==> src/rtl/core/gsm7_pkg.sv <==
// ----------------------------------------------------------------------------
// gsm7_pkg
// Shared types, septet codes and the ASCII to GSM-7 default alphabet map.
// ----------------------------------------------------------------------------
package gsm7_pkg;

  localparam int unsigned CharW   = 8;
  localparam int unsigned SeptetW = 7;
  localparam int unsigned OctetW  = 8;
  // Widest request: seven pending bits, escape septet and one septet
  localparam int unsigned QueueW  = 24;
  localparam int unsigned CountW  = 5;
  localparam int unsigned PendCntW = 3;
  localparam int unsigned NumW    = 2;

  localparam logic [SeptetW-1:0] ESC_SEPTET = 7'h1B;
  localparam logic [SeptetW-1:0] CR_SEPTET  = 7'h0D;
  localparam logic [SeptetW-1:0] AT_SEPTET  = 7'h00;

  typedef struct packed {
    logic               unmapped;
    logic               ext;
    logic [SeptetW-1:0] septet;
  } map_t;

  typedef struct packed {
    logic [QueueW-1:0]   octets;
    logic [NumW-1:0]     num;
    logic                last;
    logic                subst;
    logic [SeptetW-1:0]  pend_bits;
    logic [PendCntW-1:0] pend_cnt;
  } pack_t;

  // Map one ASCII byte to its septet, flag extension and unmapped bytes
  function automatic map_t map_char(input logic [CharW-1:0] c);
    map_t m;
    m.unmapped = 1'b0;
    m.ext      = 1'b0;
    m.septet   = c[SeptetW-1:0];
    case (c)
      8'h40: m.septet = 7'h00;
      8'h24: m.septet = 7'h02;
      8'h0A: m.septet = 7'h0A;
      8'h5F: m.septet = 7'h11;
      8'h5E: begin m.ext = 1'b1; m.septet = 7'h14; end
      8'h7B: begin m.ext = 1'b1; m.septet = 7'h28; end
      8'h7D: begin m.ext = 1'b1; m.septet = 7'h29; end
      8'h5C: begin m.ext = 1'b1; m.septet = 7'h2F; end
      8'h5B: begin m.ext = 1'b1; m.septet = 7'h3C; end
      8'h7E: begin m.ext = 1'b1; m.septet = 7'h3D; end
      8'h5D: begin m.ext = 1'b1; m.septet = 7'h3E; end
      8'h7C: begin m.ext = 1'b1; m.septet = 7'h40; end
      default: begin
        if (!(c inside {[8'h20:8'h23], [8'h25:8'h3F], [8'h41:8'h5A], [8'h61:8'h7A]})) begin
          m.unmapped = 1'b1;
          m.septet   = AT_SEPTET;
        end
      end
    endcase
    return m;
  endfunction

endpackage

==> src/rtl/core/gsm7_pack.sv <==
// ----------------------------------------------------------------------------
// gsm7_pack
// Combinational packer: maps one character and merges its septets with the
// pending bits into up to three octets, plus the next pending state.
// ----------------------------------------------------------------------------
module gsm7_pack (
  input  logic [gsm7_pkg::CharW-1:0]    ascii_char,
  input  logic                          end_of_message,
  input  logic [gsm7_pkg::SeptetW-1:0]  pend_bits,
  input  logic [gsm7_pkg::PendCntW-1:0] pend_cnt,
  output gsm7_pkg::pack_t               pack
);
  import gsm7_pkg::*;

  map_t              m;
  logic [QueueW-1:0] queue;
  logic [QueueW-1:0] tail;
  logic [CountW-1:0] cnt;
  logic [NumW-1:0]   nfull;
  logic [2:0]        rem;
  logic [CountW-1:0] base;

  always_comb begin
    m     = map_char(ascii_char);
    queue = QueueW'(pend_bits);
    cnt   = CountW'(pend_cnt);

    // Prefix extension characters with the escape septet
    if (m.ext) begin
      queue = queue | (QueueW'(ESC_SEPTET) << cnt);
      cnt   = cnt + CountW'(SeptetW);
    end
    queue = queue | (QueueW'(m.septet) << cnt);
    cnt   = cnt + CountW'(SeptetW);

    nfull = cnt[4:3];
    rem   = cnt[2:0];
    base  = {1'b0, nfull, 2'b00} << 1;

    // Fill the spare bits with CR when a single bit is left at message end
    if (end_of_message && rem == 3'd1) begin
      queue = queue | ((QueueW'(CR_SEPTET) << 1) << base);
    end
    tail = queue >> base;

    pack.octets = queue;
    pack.num    = nfull + NumW'(end_of_message && rem != 3'd0);
    pack.last   = end_of_message;
    pack.subst  = m.unmapped;
    if (end_of_message) begin
      pack.pend_bits = '0;
      pack.pend_cnt  = '0;
    end else begin
      pack.pend_bits = tail[SeptetW-1:0];
      pack.pend_cnt  = rem;
    end
  end

endmodule

==> src/rtl/core/gsm7_septet_packer_core.sv <==
// ----------------------------------------------------------------------------
// gsm7_septet_packer_core
// GSM-7 default alphabet septet packer with stream ports.
// ----------------------------------------------------------------------------
// One ASCII character enters per request, in_tlast marking the message end.
// A character is taken into an input register, then mapped and packed into
// up to three octets held in an output buffer, which sends one octet per
// cycle while out_tready is high. While each character yields at most one
// octet and the receiver is ready, a new request is accepted every cycle; a
// character yielding 2 or 3 octets holds back the next one until its octets
// have left the single-octet output port. out_tuser flags an unmapped
// character sent as '@'; out_tlast marks the final octet.
module gsm7_septet_packer_core (
  input  logic       clk,
  input  logic       rst_n,
  input  logic       in_tvalid,
  output logic       in_tready,
  input  logic [7:0] in_tdata,   // [7:0] ascii_char
  input  logic       in_tlast,   // end_of_message
  output logic       out_tvalid,
  input  logic       out_tready,
  output logic [7:0] out_tdata,  // [7:0] octet
  output logic       out_tlast,  // last_octet
  output logic       out_tuser   // char_substituted
);
  import gsm7_pkg::*;

  logic                s1_valid_r;
  logic [CharW-1:0]    s1_char_r;
  logic                s1_eom_r;
  logic [SeptetW-1:0]  pend_bits_r;
  logic [PendCntW-1:0] pend_cnt_r;
  logic [QueueW-1:0]   buf_data_r;
  logic [NumW-1:0]     buf_cnt_r;
  logic                buf_last_r;
  logic                buf_subst_r;

  pack_t pk;
  logic  pop;
  logic  buf_free;
  logic  load;

  gsm7_pack u_pack (
    .ascii_char     (s1_char_r),
    .end_of_message (s1_eom_r),
    .pend_bits      (pend_bits_r),
    .pend_cnt       (pend_cnt_r),
    .pack           (pk)
  );

  // Handshake: buffer is free when empty or its final octet leaves now
  assign pop       = out_tvalid && out_tready;
  assign buf_free  = (buf_cnt_r == '0) || (buf_cnt_r == NumW'(1) && out_tready);
  assign load      = s1_valid_r && buf_free;
  assign in_tready = !s1_valid_r || load;

  assign out_tvalid = (buf_cnt_r != '0);
  assign out_tdata  = buf_data_r[OctetW-1:0];
  assign out_tlast  = buf_last_r && (buf_cnt_r == NumW'(1));
  assign out_tuser  = buf_subst_r;

  // Input register: control
  always_ff @(posedge clk) begin
    if (!rst_n) begin
      s1_valid_r <= 1'b0;
    end else if (in_tvalid && in_tready) begin
      s1_valid_r <= 1'b1;
    end else if (load) begin
      s1_valid_r <= 1'b0;
    end
  end

  // Input register: payload
  always_ff @(posedge clk) begin
    if (in_tvalid && in_tready) begin
      s1_char_r <= in_tdata;
      s1_eom_r  <= in_tlast;
    end
  end

  // Pending bits and octet count
  always_ff @(posedge clk) begin
    if (!rst_n) begin
      pend_bits_r <= '0;
      pend_cnt_r  <= '0;
      buf_cnt_r   <= '0;
    end else if (load) begin
      pend_bits_r <= pk.pend_bits;
      pend_cnt_r  <= pk.pend_cnt;
      buf_cnt_r   <= pk.num;
    end else if (pop) begin
      buf_cnt_r   <= buf_cnt_r - NumW'(1);
    end
  end

  // Output buffer: load packed octets, advance one octet per pop
  always_ff @(posedge clk) begin
    if (load) begin
      buf_data_r  <= pk.octets;
      buf_last_r  <= pk.last;
      buf_subst_r <= pk.subst;
    end else if (pop) begin
      buf_data_r  <= buf_data_r >> OctetW;
    end
  end

endmodule

==> config.mk <==
export PLATFORM = sky130hd
export DESIGN_NAME = gsm7_septet_packer_core
export DESIGN_NICKNAME = d
export VERILOG_FILES = /design/src/rtl/core/gsm7_pkg.sv /design/src/rtl/core/gsm7_pack.sv /design/src/rtl/core/gsm7_septet_packer_core.sv
export SDC_FILE = /design/constraint.sdc
export NUM_CORES = 1
export LEC_CHECK = 0
export BUFFER_PORTS_ARGS = -buffer_cell sky130_fd_sc_hd__buf_2
export CAP_MARGIN = 20
export CORE_MARGIN = 1
export CORE_UTILIZATION = 35
export CTS_CLUSTER_SIZE = 16
export DETAILED_ROUTE_END_ITERATION = 8
export GPL_ROUTABILITY_DRIVEN = 0
export HOLD_SLACK_MARGIN = 0.05
export PLACE_DENSITY = 0.52
export SLEW_MARGIN = 10
export SYNTH_ARGS = -nofsm -noshare
export SYNTH_HDL_FRONTEND = slang
export SYNTH_SLANG_ARGS = --single-unit
==> constraint.sdc <==
create_clock -name clk -period 4.8 [get_ports clk]
set_input_delay 0 -clock clk [delete_from_list [all_inputs] [get_ports clk]]
set_output_delay 0 -clock clk [all_outputs]
set_load 0.005 [all_outputs]
==> reports/summary.txt, run 1 <==
Final Hold Fails: 0
Die Span X: 107 um
Avg Cell Area, Syn: 8.60 um2
final wirelength: 10600 um
number of antenna violations at the first check in global routing: 0
most frequent cells in the layout: nand2_1, nor2_1, edfxtp_1
Initial Util: 0.366
r2r setup slk: 1.01 ns
post-DP HPWL: 7680 um
Clk Latency, worst-skew pair: 0.32 ns
largest cells by area after synthesis: edfxtp_1, dfxtp_1, nand2_1
RSZ-0062 raised after global routing: false
Hold Path Class: input port to flop
Root Driver: clkbuf_8
worst hold endpoint: buf_cnt_r[0]$_SDFFE_PN0P_
share of cells above drive strength 1: 0.145
reg2reg start: s1_char_r[1]$_DFFE_PP_
commonest non-fill, non-tap cell in the layout: nand2_1
PwrDens: 332 nW/um2
area leader, netlist: edfxtp_1
# diodes: 0
CTS tree: done
CP startpoint kind: flop
Worst VDD drop: 0.000162 V
CP endpoint kind: flop
Slew headroom: 0.309
Final nets: 485
number of synthesis warnings: 0
share of the synthesized area in the top cell type: 0.258
P&R area growth vs syn: 9.63%
vias in the first global route: 3316
Post-synth ARST share: 0
minimum clock period: 3.79 ns
Setup Viol. Count Final: 0
setup_tns: 0 ns
core area: 10500 um2
# clock sinks: 46
Critical Path Start: s1_char_r[1]$_DFFE_PP_
Critical Path AT: 4.06 ns
hold_ws: 0.0754 ns
Final Max Tran Viols: 0
Syn Inst Count: 447
global-route wire length before repair: 17300 um
crit path max fanout: 21
Post-Syn Nets: 471
Detailed Routing Iterations Pass 1: 5
DR vias/cell: 5.96
die area: 11400 um2
mapped cell area: 3850 um2
Yosys reg bits: 46
post-DR wirelength/cell: 17.7 um
Antenna Violating Nets Remaining: 0
I/O pins: 25
hold depth: 4
largest net degree at the start of global routing: 31
reg2reg end: pend_bits_r[1]$_SDFFE_PN0P_
vias post-DR: 3566
critical path type: flop to flop
H-tree depth: 2
CTS clock-pin slew for the worst setup and hold paths: 0.10 ns
Max-Cap Viols: 0
library cells used by synthesis: 89
Hold Startpoint: out_tready
LEAKAGE: 1.57 nW
CTS Buf Count: 5
EDFF count, synth: 33
Fmax achieved: 264 MHz
skew final: 0.00981 ns
Main synth FF type: edfxtp_1
crit share post-route: 0.789
PortBufs: 24
status: finished, final reports clean
num rows: 37
post-synthesis sequential area ratio: 0.325
drt drc: 0
GRT overflow: 0
CTS Buffer Depth: 2
die height: 107 um
Critical Path RT: 5.07 ns
Slew @ Worst Pin: 1.03 ns
total track usage: 0.192
reg2reg path depth: 11
Starting DRT DRC Count: 246
## logic make-up (layout without fill, tap and decap cells)
kind of cell,after synthesis,in the layout,synth area share
multiplexers,8,8,0.0250
XOR/XNOR,10,10,0.0264
AND/OR/NAND/NOR,168,168,0.232
buffers and inverters,53,68,0.0670
flip-flops,46,46,0.325
adder cells (fa/ha/maj),11,11,0.0358
AO/OA/AOI/OAI,151,151,0.289
## layout make-up
type,instances,area [um2]
clock buffers,5,68.8
inverters,14,52.6
well taps,136,170
repair buffers,46,315
flip-flops and latches,46,1250
clock inverters,3,21.3
fillers,1028,6290
multi-input cells,348,2340
## per-layer routing
metal	vias to the layer above	global-route usage	wire length [um]
met4	0	0.0753	295
met1	1680	0.273	5000
li1	1708	-	-
met3	24	0.0267	572
met5	-	0	0
met2	154	0.291	4690
## what timing repair did
action                    4_1_cts  5_1_grt
hold endpoints to repair       16        0
setup buffers                   0        0
hold buffers                   12        0
resized for setup               0        0
## synth_stat cells (7+ instances only)
| master | instances |
|---|---|
| a21oi_1 | 21 |
| a31oi_1 | 11 |
| buf_2 | 11 |
| buf_4 | 10 |
| clkbuf_1 | 15 |
| dfxtp_1 | 13 |
| edfxtp_1 | 33 |
| ha_1 | 11 |
| inv_1 | 11 |
| nand2_1 | 49 |
| nand2b_1 | 7 |
| nand3_1 | 10 |
| nor2_1 | 33 |
| nor2b_1 | 11 |
| nor3_1 | 19 |
| o21ai_0 | 31 |
## through the flow
step / worst slack (ns) / util / power (mW) / cell area, um2 / cells
2_1_floorplan: 1.21 / - / 1.01 / 3850 / 447
3_3_place_gp: 1.21 / 0.381 / 1.15 / 4010 / 578
3_5_place_dp: 1.09 / 0.381 / 1.14 / 4010 / 578
4_1_cts: 1.04 / 0.401 / 1.41 / 4220 / 598
5_1_grt: 0.683 / 0.401 / 1.49 / 4220 / 598
6_report: 1.01 / 0.401 / 1.40 / 4220 / 598
## how the worst max path moves through the flow
stage | endpoint | cells after the start
6_report | pend_bits_r[1]$_SDFFE_PN0P_ | 11
5_1_grt | pend_bits_r[1]$_SDFFE_PN0P_ | 11
4_1_cts | pend_bits_r[1]$_SDFFE_PN0P_ | 10
3_5_place_dp | pend_bits_r[1]$_SDFFE_PN0P_ | 11
3_3_place_gp | pend_bits_r[1]$_SDFFE_PN0P_ | 11
2_1_floorplan | pend_bits_r[1]$_SDFFE_PN0P_ | 15
## worst max-delay path: stages, from the launching register on
cell	delay, ns
edfxtp_1	0.79
nand3b_1	0.23
a211oi_2	0.30
or2_1	0.39
inv_2	0.25
ha_1	0.40
or2_2	0.36
mux2i_1	0.23
o21a_1	0.18
a211oi_1	0.07
o32a_1	0.36
a21bo_1	0.17
## report_power, final
part | leakage, nW | total, mW | switching [mW] | internal, mW
clock network | 0.0441 | 0.252 | 0.149 | 0.103
registers | 0.427 | 0.572 | 0.0514 | 0.521
logic | 1.10 | 0.577 | 0.357 | 0.221
## registers in the layout (all words and copies together), names as in the netlist
signal,flops
s1_eom_r,1
buf_cnt_r,2
s1_valid_r,1
buf_last_r,1
buf_data_r,22
pend_bits_r,7
out_tuser,1
s1_char_r,8
pend_cnt_r,3
(Power assumes the default switching activity.)
==> run 2, diff against run 1 <==
- ABC_AREA: not set -> 1
- clock period: 4.8 -> 3.51 ns (I/O delays scaled with it)
==> run 2 against run 1 <==
Clock skew down 0.0027 ns. Worst setup slack worse by 0.68 ns. Die area down 10%. Final area down 8.8%. Critical path depth up 9. Global-route usage down 0.26 points. Core utilization up 0.89 points. Final cell count up 6.4%. Critical path type unchanged. Critical endpoint is now pend_bits_r[4]$_SDFFE_PN0P_. Largest power group unchanged. Highest routed layer unchanged.
==> reports/summary.txt, run 2 <==
Crit path largest cell delay: 0.48 ns (was 0.79 ns)
GRT overflow: 0 (unchanged)
Setup crit end: pend_bits_r[4]$_SDFFE_PN0P_ (was pend_bits_r[1]$_SDFFE_PN0P_)
critical path type: flop to flop (unchanged)
pre-CTS setup slack: 0.428 ns (was 1.09 ns)
library cells used by synthesis: 38 (was 89)
Final Instance Count excl. Fillers: 636 (was 598)
Main synth FF type: edfxtp_1 (unchanged)
cell mode on critical path: nand2_1
slowest stage cell on the critical path: edfxtp_1 (unchanged)
H-tree depth: 2 (unchanged)
final wirelength: 9160 um (was 10600 um)
WP depth: 20 (was 11)
post-synthesis mux area share: 0 (was 0.0250)
I/O pins: 25 (unchanged)
crit share post-route: 0.906 (was 0.789)
Slew @ Worst Pin: 0.563 ns (was 1.03 ns)
post-DP HPWL: 7000 um (was 7680 um)
reg2reg path depth: 20 (was 11)
post-DR wirelength/cell: 14.4 um (was 17.7 um)
drt drc: 0 (unchanged)
number of synthesis warnings: 0 (unchanged)
die height: 101 um (was 107 um)
core area: 9370 um2 (was 10500 um2)
largest family of logic cells by synthesized area: simple AND/OR/NAND/NOR gates (was compound AO/OA/AOI/OAI gates)
Critical Path RT: 3.74 ns (was 5.07 ns)
commonest non-fill, non-tap cell in the layout: nand2_1 (unchanged)
Synth Area in Adders: 0.0400 (was 0.0358)
xor and xnor area share after synthesis: 0.00509 (was 0.0264)
CTS Buffer Depth: 2 (unchanged)
minimum clock period: 3.18 ns (was 3.79 ns)
cell chain of the critical path: nand2_1, nor2_1, nand2_1, nand2_1, nor2_4, nand2_4, nand2_2, nand2_2, ha_1, nand3_1, nand2_1, nor2_4, inv_2, nor2_2, inv_2, nand2_1, nand3_1, o21ai_0, nand3_1, a21oi_1 (was nand3b_1, a211oi_2, or2_1, inv_2, ha_1, or2_2, mux2i_1, o21a_1, a211oi_1, o32a_1, a21bo_1)
P&R area growth vs syn: 11.7% (was 9.63%)
CTS Buf Count: 5 (unchanged)
status: finished, final reports clean (unchanged)
RSZ-0062 raised after global routing: false (unchanged)
Yosys reg bits: 46 (unchanged)
Antenna Violating Nets Remaining: 0 (unchanged)
largest cells by area after synthesis: edfxtp_1, nand2_1, dfxtp_1 (was edfxtp_1, dfxtp_1, nand2_1)
cell area after layout: 3840 um2 (was 4220 um2)
EDFF count, synth: 33 (unchanged)
Hold Path Class: input port to flop (unchanged)
Post-synth top cells: nand2_1, nand3_1, nor2_1 (was nand2_1, edfxtp_1, nor2_1)
Synth Area in Simple Gates: 0.404 (was 0.232)
Final nets: 530 (was 485)
Root Driver: clkbuf_8 (unchanged)
worst setup margin: 0.328 ns (was 1.01 ns)
LEAKAGE: 1.79 nW (was 1.57 nW)
PortBufs: 24 (unchanged)
mapped cell area: 3440 um2 (was 3850 um2)
max reg flops: 22 (unchanged)
setup_tns: 0 ns (unchanged)
DR vias/cell: 5.00 (was 5.96)
WP buf/inv: 2 (was 1)
reg2reg start: s1_char_r[0]$_DFFE_PP_ (was s1_char_r[1]$_DFFE_PP_)
Max-Cap Viols: 0 (unchanged)
Avg Cell Area, Syn: 7.13 um2 (was 8.60 um2)
Reg with most FFs: buf_data_r (unchanged)
number of antenna violations at the first check in global routing: 0 (unchanged)
CTS clock-pin slew for the worst setup and hold paths: 0.09 ns (was 0.10 ns)
Post-CTS Resized: 0 (unchanged)
share of the synthesized area in the top cell type: 0.288 (was 0.258)
# diodes: 0 (unchanged)
total track usage: 0.189 (was 0.192)
Critical Path Start: s1_char_r[0]$_DFFE_PP_ (was s1_char_r[1]$_DFFE_PP_)
largest net degree at the start of global routing: 28 (was 31)
Worst VDD drop: 0.000277 V (was 0.000162 V)
Post-synth ARST share: 0 (unchanged)
count leader, synth: nand2_1 (unchanged)
Die Span X: 101 um (was 107 um)
# clock sinks: 46 (unchanged)
Critical Path AT: 3.41 ns (was 4.06 ns)
Slew headroom: 0.624 (was 0.309)
skew final: 0.00712 ns (was 0.00981 ns)
Syn Inst Count: 483 (was 447)
Power, Total: 2.32 mW (was 1.40 mW)
critical path's top delay family: simple AND/OR/NAND/NOR gates (was compound AO/OA/AOI/OAI gates)
num rows: 35 (was 37)
dpl cell area: 3600 um2 (was 4010 um2)
reg2reg end: pend_bits_r[4]$_SDFFE_PN0P_ (was pend_bits_r[1]$_SDFFE_PN0P_)
Fmax achieved: 314 MHz (was 264 MHz)
PwrDens: 604 nW/um2 (was 332 nW/um2)
die area: 10200 um2 (was 11400 um2)
Clk Latency, worst-skew pair: 0.30 ns (was 0.32 ns)
Cells after DPL: 617 (was 578)
global-route wire length before repair: 14800 um (was 17300 um)
CTS tree: done (unchanged)
Compound-Gate Fraction of Synth Area: 0.0938 (was 0.289)
Final Max Tran Viols: 0 (unchanged)
CP endpoint kind: flop (unchanged)
vias post-DR: 3182 (was 3566)
post-synthesis sequential area ratio: 0.364 (was 0.325)
Setup Viol. Count Final: 0 (unchanged)
CP startpoint kind: flop (unchanged)
Starting DRT DRC Count: 169 (was 246)
area leader, netlist: edfxtp_1 (unchanged)
r2r setup slk: 0.33 ns (was 1.01 ns)
largest registers: buf_data_r (22), s1_char_r (8), pend_bits_r (7) (unchanged)
crit path max fanout: 13 (was 21)
Post-Syn Nets: 507 (was 471)
share of cells above drive strength 1: 0.166 (was 0.145)
most frequent cells in the layout: nand2_1, nand3_1, nor2_1 (was nand2_1, nor2_1, edfxtp_1)
Initial Util: 0.367 (was 0.366)
Hold Startpoint: out_tready (unchanged)
Final Hold Fails: 0 (unchanged)
vias in the first global route: 2970 (was 3316)
Detailed Routing Iterations Pass 1: 5 (unchanged)
[run 2: changes by cell type after synthesis, moves of 9 or more]
cell / before / now
nand2_1: 49 / 157
nand3_1: 10 / 49
inv_1: 11 / 34
o21ai_0: 31 / 12
nor3_1: 19 / 2
nand2_2: 0 / 12
nor2_1: 33 / 45
nor2b_1: 11 / 0
buf_2: 11 / 2
inv_2: 1 / 10
[run 2: what timing repair did]
item,4_1_cts,5_1_grt
hold buffers,11,0
setup buffers,0,0
endpoints found under the setup margin,0,0
endpoints found under the hold margin,11,0
[run 2: how the worst min path moves through the flow]
stage	to	depth (start not counted)	slack (ns)
2_1_floorplan	s1_char_r[0]$_DFFE_PP_	0	0.1
3_3_place_gp	s1_char_r[1]$_DFFE_PP_	1	0.18
3_5_place_dp	s1_char_r[0]$_DFFE_PP_	1	0.18
4_1_cts	s1_valid_r$_SDFFE_PN0P_	4	0.07
5_1_grt	s1_valid_r$_SDFFE_PN0P_	4	0.12
6_report	s1_valid_r$_SDFFE_PN0P_	4	0.07
[run 2: tightest hold or removal path: cells and delay by family]
kind / cells / cell delay (ns)
simple gates: 1 / 0.10
compound gates: 2 / 0.15
buf+inv: 1 / 0.09
[run 2: per-stage QoR]
stage               utilization  hold slack [ns]
detailed placement        0.384            0.178
CTS                       0.410           0.0664
global placement          0.384            0.178
global route              0.410            0.116
floorplan                     -           0.0989
finish                    0.410           0.0719
[run 2: cell type report]
type	count	area [um2]
Clock buffer	5	68.8
Clock inverter	3	63.8
Fill cell	994	5530
Inverter	46	178
Multi-Input combinational cell	369	1870
Sequential cell	46	1250
Tap cell	129	161
Timing Repair Buffer	38	253
[run 2: kinds of logic (layout without fill, tap and decap cells)]
group	Yosys count	count (layout)
DFF	46	46
adders and majority gates	11	11
xor gates and xnor gates	2	2
buffers and inverters	68	92
and+or+nand+nor	300	300
AOI/OAI and AO/OA	56	56
[run 2: metal layers]
metal | part of all wire | up-vias | GRT usage
met3 | 0.043 | 18 | 0.0235
met2 | 0.47 | 90 | 0.324
li1 | - | 1627 | -
met4 | 0.023 | 0 | 0.0669
met1 | 0.46 | 1447 | 0.245
met5 | 0 | - | 0
[run 2: power by group]
group / switching (mW) / internal (mW)
sequential: 0.0677 / 0.810
combinational: 0.650 / 0.319
clock: 0.191 / 0.282
total: 0.909 / 1.41
==> run 3, diff against run 2 <==
- SETUP_SLACK_MARGIN: not set -> 0.4
==> run 3 against run 2 <==
Power rose by 2.0%. Clock skew rose by 0.0036 ns. Combinational power rose by 4%. Register-to-register slack improved by 0.26 ns. Non-clock buffer count rose by 12. Wire length rose by 2.2%.
==> reports/summary.txt, run 3 (synthesis gave the netlist of run 2 again) <==
num rows: 35 (unchanged)
Starting DRT DRC Count: 219 (was 169)
LEAKAGE: 1.89 nW (was 1.79 nW)
Crit path largest cell delay: 0.48 ns (about the same)
post-DR wirelength/cell: 14.5 um (was 14.4 um)
area of the multi-input gates: 1950 um2 (was 1870 um2)
most frequent cells in the layout: nand2_1, nand3_1, nor2_1 (unchanged)
share of cells above drive strength 1: 0.197 (was 0.166)
GRT overflow: 0 (unchanged)
Antenna Violating Nets Remaining: 0 (unchanged)
CTS Buf Count: 5 (unchanged)
FILL cells: 982 (was 994)
CTS Buffer Depth: 2 (unchanged)
CTS clock-pin slew for the worst setup and hold paths: 0.10 ns (was 0.09 ns)
core area: 9370 um2 (unchanged)
Clk Latency, worst-skew pair: 0.31 ns (was 0.30 ns)
total track usage: 0.189 (about the same)
minimum clock period: 2.92 ns (was 3.18 ns)
Fmax achieved: 342 MHz (was 314 MHz)
post-DP HPWL: 7000 um (unchanged)
skew final: 0.0107 ns (was 0.00712 ns)
final wirelength: 9370 um (was 9160 um)
Critical Path RT: 3.75 ns (was 3.74 ns)
RSZ-0062 raised after global routing: false (unchanged)
Max-Cap Viols: 0 (unchanged)
global-route wire length before repair: 14800 um (about the same)
Reg with most FFs: buf_data_r (unchanged)
# clock sinks: 46 (unchanged)
PortBufs: 24 (unchanged)
CTS tree: done (unchanged)
Final Hold Fails: 0 (unchanged)
PwrDens: 589 nW/um2 (was 604 nW/um2)
Die Span X: 101 um (unchanged)
DR vias/cell: 4.99 (was 5.00)
I/O pins: 25 (unchanged)
highest metal used: met4 (unchanged)
met2 routed WL: 4410 um (was 4310 um)
cell mode on critical path: nand2_1 (unchanged)
number of antenna violations at the first check in global routing: 0 (unchanged)
Initial Util: 0.367 (unchanged)
status: finished, final reports clean (unchanged)
cell chain of the critical path: nand2_2, nor2_4, nand2_1, nand2_1, nor2_4, nand2_8, nand2_4, nand2_4, buf_4, inv_2, ha_1, nand3_1, nand2_1, inv_1, ha_1, xnor2_1, o21ai_0, a21oi_1 (was nand2_1, nor2_1, nand2_1, nand2_1, nor2_4, nand2_4, nand2_2, nand2_2, ha_1, nand3_1, nand2_1, nor2_4, inv_2, nor2_2, inv_2, nand2_1, nand3_1, o21ai_0, nand3_1, a21oi_1)
critical path's top delay family: simple AND/OR/NAND/NOR gates (unchanged)
CP startpoint kind: flop (unchanged)
H-tree depth: 2 (unchanged)
die area: 10200 um2 (unchanged)
Worst VDD drop: 0.000275 V (was 0.000277 V)
met3 wire length: 367 um (was 392 um)
vias post-DR: 3234 (was 3182)
Register Area: 1250 um2 (unchanged)
M1 WL: 4390 um (was 4250 um)
Critical Path AT: 3.17 ns (was 3.41 ns)
r2r setup slk: 0.59 ns (was 0.33 ns)
CP endpoint kind: flop (unchanged)
Slew headroom: 0.621 (was 0.624)
WP buf/inv: 3 (was 2)
crit path max fanout: 10 (was 13)
largest net degree at the start of global routing: 28 (unchanged)
Hold Path Class: input port to flop (unchanged)
dpl cell area: 3600 um2 (unchanged)
P&R area growth vs syn: 16.7% (was 11.7%)
slowest stage cell on the critical path: edfxtp_1 (unchanged)
critical path type: flop to flop (unchanged)
vias in the first global route: 2971 (was 2970)
setup_tns: 0 ns (unchanged)
commonest non-fill, non-tap cell in the layout: nand2_1 (unchanged)
max reg flops: 22 (unchanged)
Detailed Routing Iterations Pass 1: 5 (unchanged)
crit share post-route: 0.833 (was 0.906)
Final nets: 542 (was 530)
cell area after layout: 4020 um2 (was 3840 um2)
drt drc: 0 (unchanged)
Root Driver: clkbuf_8 (unchanged)
# diodes: 0 (unchanged)
Setup Viol. Count Final: 0 (unchanged)
Slew @ Worst Pin: 0.568 ns (was 0.563 ns)
Final Max Tran Viols: 0 (unchanged)
die height: 101 um (unchanged)
largest registers: buf_data_r (22), s1_char_r (8), pend_bits_r (7) (unchanged)
[run 3: worst paths after layout]
kind	to	depth (start not counted)	startpoint
min	s1_valid_r$_SDFFE_PN0P_	4	out_tready
max reg2reg	buf_cnt_r[1]$_SDFFE_PN0P_	18	s1_char_r[6]$_DFFE_PP_
max	buf_cnt_r[1]$_SDFFE_PN0P_	18	s1_char_r[6]$_DFFE_PP_
min reg2reg	buf_cnt_r[1]$_SDFFE_PN0P_	2	buf_cnt_r[1]$_SDFFE_PN0P_
[run 3: metrics by stage]
step	setup WS, ns	utilization	hold WS (ns)	total power, mW	std cells
2_1_floorplan	0.911	-	0.0989	1.63	483
3_3_place_gp	0.471	0.384	0.178	1.85	617
5_1_grt	0.378	0.429	0.115	2.54	648
4_1_cts	0.403	0.411	0.0664	2.34	637
6_report	0.587	0.429	0.0662	2.37	648
3_5_place_dp	0.428	0.384	0.178	1.85	617
[run 3: layer usage]
| layer | vias to the layer above | global-route usage |
|---|---|---|
| li1 | 1647 | - |
| met1 | 1486 | 0.246 |
| met2 | 81 | 0.324 |
| met3 | 20 | 0.0235 |
| met4 | 0 | 0.0669 |
| met5 | - | 0 |
[run 3: power by group]
part	internal [mW]	switching (mW)	leakage [nW]
registers	0.810	0.0684	0.431
clock network	0.282	0.191	0.0658
logic	0.345	0.670	1.39
[run 3: tightest hold or removal path, cell delays in order]
cell	delay, ns
buf_2	0.09
a21oi_1	0.08
nand2_1	0.10
a21oi_1	0.07
[run 3: what timing repair did]
action | CTS | global route
hold buffers | 11 | 0
pin swaps | 0 | 7
setup endpoints to repair | 1 | 15
endpoints found under the hold margin | 11 | 0
gates resized for setup | 0 | 17
buffers inserted | 1 | 11
[run 3: cell type report]
class                   count  share of cell area
clock buffers               5              0.0171
multi-input cells         369               0.485
flip-flops and latches     46               0.311
repair buffers             50              0.0853
inverters                  46              0.0448
clock inverters             3              0.0159
well taps                 129              0.0402
